`config.mk`:
```
export PLATFORM = sky130hd
export DESIGN_NAME = ascr_queue
export DESIGN_NICKNAME = d
export VERILOG_FILES = /design/src/sv/ascr_pkg.sv /design/src/sv/ascr_queue.sv
export SDC_FILE = /design/constraint.sdc
export NUM_CORES = 1
export LEC_CHECK = 0
export CAP_MARGIN = 20
export CORE_MARGIN = 2
export CORE_UTILIZATION = 45
export DETAILED_ROUTE_END_ITERATION = 10
export DONT_BUFFER_PORTS = 1
export PLACE_DENSITY = 0.69
export SETUP_SLACK_MARGIN = 0.02
export SLEW_MARGIN = 40
export SYNTH_ARGS = -nofsm -noshare
export SYNTH_HDL_FRONTEND = slang
export SYNTH_SLANG_ARGS = --single-unit
```
`constraint.sdc`:
```
create_clock -name clk -period 5.3 [get_ports clk]
set_clock_uncertainty 0.1 [all_clocks]
set_input_delay 0 -clock clk [delete_from_list [all_inputs] [get_ports clk]]
set_output_delay 0 -clock clk [all_outputs]
set_load 0.01 [all_outputs]
```
`src/sv/ascr_pkg.sv`:
```
// Shared types, codes and helpers of the alpha-weighted scatter raster.
`timescale 1ns / 1ps
package ascr_pkg;

	localparam int MAX_ADDR_BITS = 24;
	localparam int SIDE_BITS = 13;
	localparam logic [16:0] ONE_Q16 = 17'h10000;

	typedef enum logic [1:0] {
		OP_ADD   = 2'd0,
		OP_READ  = 2'd1,
		OP_CLEAR = 2'd2,
		OP_SPARE = 2'd3
	} op_t;

	typedef enum logic [1:0] {
		ST_ACCUM = 2'd0,
		ST_DROP  = 2'd1,
		ST_READ  = 2'd2,
		ST_CLEAR = 2'd3
	} status_t;

	typedef enum logic [2:0] {
		REG_WIDTH   = 3'd0,
		REG_HEIGHT  = 3'd1,
		REG_XORIGIN = 3'd2,
		REG_XSCALE  = 3'd3,
		REG_YORIGIN = 3'd4,
		REG_YSCALE  = 3'd5
	} reg_index_t;

	typedef enum logic [1:0] {
		CMD_ADD,
		CMD_DROP,
		CMD_READ,
		CMD_CLEAR
	} cmd_t;

	typedef enum logic [2:0] {
		F_IDLE,
		F_DIFF,
		F_MUL,
		F_SUM,
		F_BIN,
		F_ADDR,
		F_PUSH
	} front_state_t;

	typedef enum logic [1:0] {
		B_CLEAR,
		B_IDLE,
		B_READ,
		B_WRITE
	} back_state_t;

	typedef struct packed {
		cmd_t                     kind;
		logic [MAX_ADDR_BITS-1:0] addr;
		logic [16:0]              red;
		logic [16:0]              green;
		logic [16:0]              blue;
		logic [16:0]              alpha;
	} entry_t;

	typedef struct packed {
		logic [31:0] red;
		logic [31:0] green;
		logic [31:0] blue;
		logic [31:0] weight;
		logic [16:0] trans;
	} pixel_t;

	typedef struct packed {
		status_t     status;
		logic [15:0] addr;
		pixel_t      px;
	} result_t;

	localparam pixel_t PIXEL_RESET = '{32'd0, 32'd0, 32'd0, 32'd0, ONE_Q16};

	function automatic logic [16:0] clamp_one(logic [16:0] v);
		return (v > ONE_Q16) ? ONE_Q16 : v;
	endfunction

	function automatic logic [31:0] sat_add(logic [31:0] a, logic [31:0] b);
		logic [32:0] s;
		s = {1'b0, a} + {1'b0, b};
		return s[32] ? 32'hFFFF_FFFF : s[31:0];
	endfunction

endpackage

```
`src/sv/ascr_queue.sv`:
```
// Two-entry request queue between the front end and the back end.
`timescale 1ns / 1ps
module ascr_queue (
	input  logic             clk,
	input  logic             arst_n,
	input  logic             push,
	input  ascr_pkg::entry_t push_entry,
	input  logic             pop,
	output ascr_pkg::entry_t head,
	output logic             empty,
	output logic             full
);
	import ascr_pkg::*;

	entry_t     slot_q [2];
	logic       wptr_q, rptr_q;
	logic [1:0] count_q;

	assign empty = (count_q == 2'd0);
	assign full  = (count_q == 2'd2);
	assign head  = slot_q[rptr_q];

	always_ff @(posedge clk or negedge arst_n) begin
		if (!arst_n) begin
			wptr_q  <= 1'b0;
			rptr_q  <= 1'b0;
			count_q <= 2'd0;
		end else begin
			if (push) begin
				wptr_q <= ~wptr_q;
			end
			if (pop) begin
				rptr_q <= ~rptr_q;
			end
			count_q <= count_q + 2'(push) - 2'(pop);
		end
	end

	always_ff @(posedge clk) begin
		if (push) begin
			slot_q[wptr_q] <= push_entry;
		end
	end
endmodule

```
==> summary.md <==
| Metric | Value |
|---|---|
| Sequential fraction of design power | 0.472 |
| Reg clk slew, reported paths | 0.07 ns |
| Worst hold path type | in2reg |
| # diodes | 0 |
| Register area share after synthesis | 0.7990 |
| Min-Delay Endpoint | slot_q[1][16] |
| CP Data Arrival Time | 2.47 ns |
| Final Critical Period | 2.575 ns |
| WP data required | 5.20 ns |
| Clock Path Buffers | 2 |
| Met3 Track Usage GR | 0.06881 |
| Layout cells sized above 1 | 0.3041 |
| Largest cells by area after synthesis | edfxtp_1 (79%), mux2_4 (10%), mux2_2 (6.9%), dfrtp_1 (1.4%), buf_6 (0.94%) |
| Synth warnings | 0 |
| GPL Wtd Cong | 0.6866 |
| Setup Viol. Count Final | 0 |
| Global-route wire length before repair | 18060 microns |
| Met2 Usage GRT | 0.2522 |
| Chip width | 130.4 microns |
| Ports | 194 |
| Most frequent cells in the layout | edfxtp_1 (188), dlygate4sd3_1 (98), mux2_4 (50) |
| Mapped Cells | 308 |
| Worst Min Path Start | push |
| Initial DRC count | 233 |
| Post-DP HPWL | 7997 microns |
| Hold depth | 1 |
| Row cnt | 46 |
| Fin worst setup slack | 2.725 ns |
| Final WL | 12370 microns |
| Port Buf Inserts | 0 |
| Clk_lat worst skew | 0.43 ns |
| Switch Pwr | 1271 uW |
| CTS tree | built |
| Vias in the first global route | 3397 |
| Number of max-cap violations | 0 |
| Worst VDD drop | 0.0003681 V |
| Routed Antenna Nets | 0 |
| Status | finished, final reports clean |
| WL/cell | 19.03 microns |
| Post-Place Worst Slack | 3.043 ns |
| Mapped Nets | 408 |
| Gates resized, CTS repair | 0 |
| Met1 usage | 0.1574 |
| Initial antenna violation count | 0 |
| Cell taking the most area after synthesis | edfxtp_1 |
| Clock Power Share | 0.269 |
| FF-to-FF path depth | 2 |
| Global route hottest layer | met2 |
| Mean Syn Cell Area | 23.35 sq um |
| Pwr/cell area | 503.6 nW/um^2 |
| Critical Path Source Type | register |
| DIE HEIGHT | 130.4 microns |
| Crit Reg-Reg Endpoint | slot_q[1][45] |
| Cell Count Post-Placement | 520 |
| Fillers | 1168 |
| Post-layout util | 0.5717 |
| Power Internal | 3270 uW |
| CTS buffer count | 17 |
| Net Sw Frac | 0.2798 |
| Layout area overhead | 25.39% |
| Most common cell after layout, fill and taps aside | edfxtp_1 |
| DR vias/cell | 4.911 |
| CTS H-Tree Depth | 4 |
| Initial Util | 0.4560 |
| Total track usage | 0.1459 |
| Root Buffer | clkbuf_16 |
| CP Capture Type | primary output |
| Vias | 3192 |
| Max-slew headroom | 0.5261 |
| RSZ-0062 raised after global routing | no |
| Post-synthesis cell area | 7191 sq um |
| Max Clk Rate | 388.4 MHz |
| Final std cells w/o fill | 650 |
| Post-CTS Repair Setup Buffers | 0 |
| R2r startpoint | wptr_q |
| Final #Nets | 521 |
| Critical Path Fanout Max | 37 |
| Clk sinks | 192 |
| Hold Fails Final Rpt | 0 |
| Core Region | 15770 sq um |
| Leak pwr | 0.003182 uW |
| Gr ovfl total | 0 |
| Post-synth top area share | 0.7851 |
| Comb power frac | 0.259 |
| Fin. max-slew vios | 0 |
| Distinct cells, synth | 14 |
| Setup CP Type | reg2out |
| DR pass1 iterations | 4 |
| Largest net degree at the start of global routing | 53 |
| Setup slack, reg-to-reg | 3.09 ns |
| DRC violations left | 0 |
| Post-synthesis register bit count | 192 |
| Setup TNS | 0 ns |
| Die area | 17010 sq um |
| Period utilisation layout | 0.4858 |
| Measured slew at the worst slew-check pin | 0.7108 ns |
==> layer usage <==
metal	up-vias	wire, microns
met4	0	185
met5	-	0
li1	1447	-
met1	1589	4703
met3	16	1132
met2	140	6346
==> cells by family after synthesis <==
| kind of cell | after synthesis | synth area share |
|---|---|---|
| flops | 192 | 0.7990 |
| mux | 94 | 0.1733 |
| buf+inv | 13 | 0.01531 |
| simple gates | 4 | 0.003132 |
| xor+xnor | 3 | 0.005742 |
| fa+ha+maj | 2 | 0.003480 |
==> cell usage after synthesis <==
| cell | number |
|---|---|
| and2_1 | 1 |
| buf_2 | 4 |
| nor2_1 | 1 |
| mux2_4 | 50 |
| ha_1 | 2 |
| buf_8 | 1 |
| buf_6 | 6 |
| inv_1 | 2 |
| xor3_1 | 1 |
| edfxtp_1 | 188 |
| dfrtp_1 | 4 |
| xor2_1 | 2 |
| nor2b_1 | 2 |
| mux2_2 | 44 |
==> flip-flops by register name (all words and copies together), names as in the netlist <==
register / flops
slot_q: 188
count_q: 2
rptr_q: 1
wptr_q: 1
==> final cells by class <==
type / count / area (sq um) / area share
flip-flops and latches: 192 / 5749 / 0.6377
well taps: 216 / 270.3 / 0.02997
clock inverters: 13 / 137.6 / 0.01527
repair buffers: 105 / 1074 / 0.1191
inverters: 2 / 7.507 / 0.0008326
multi-input cells: 103 / 1345 / 0.1492
clock buffers: 19 / 432.9 / 0.04802
==> worst max-delay path, stage by stage (launching register included) <==
cell	delay (ns)
dfrtp_4	0.74
buf_12	0.28
buf_4	0.55
mux2_2	0.45
==> power by group through the flow <==
stage	clock network (uW)	logic, uW	registers [uW]
final	1220	1180	2140
after global routing	1310	1260	2170
after detailed placement	0	1140	2180
after global placement	0	1030	2210
after floorplan	0	1010	2130
after CTS	1250	1210	2150
==> repair_timing <==
action | 4_1_cts | 5_1_grt
setup endpoints to repair | 0 | 0
hold buffers | 98 | 0
hold endpoints to repair | 216 | 0
==> metrics by stage <==
stage | hold WS [ns] | total power (uW) | instance area, sq um
floorplan | -0.3956 | 3142 | 7191
detailed placement | -0.3955 | 3315 | 7465
global route | 0.1037 | 4747 | 9016
global placement | -0.3955 | 3246 | 7402
CTS | 0.09166 | 4605 | 9016
finish | 0.06711 | 4540 | 9016
==> worst max-delay path by stage <==
stage | start | to | slack (ns) | depth (start not counted)
after floorplan | wptr_q | slot_q[0][0] | 0.08 | 1
after global placement | wptr_q | slot_q[0][16] | 2.83 | 2
after detailed placement | wptr_q | slot_q[1][92] | 3.04 | 2
after CTS | rptr_q | head[1] | 2.66 | 3
after global routing | rptr_q | head[22] | 2.58 | 3
final | rptr_q | head[22] | 2.73 | 3
No activity file was read; power rests on OpenSTA's default activity.
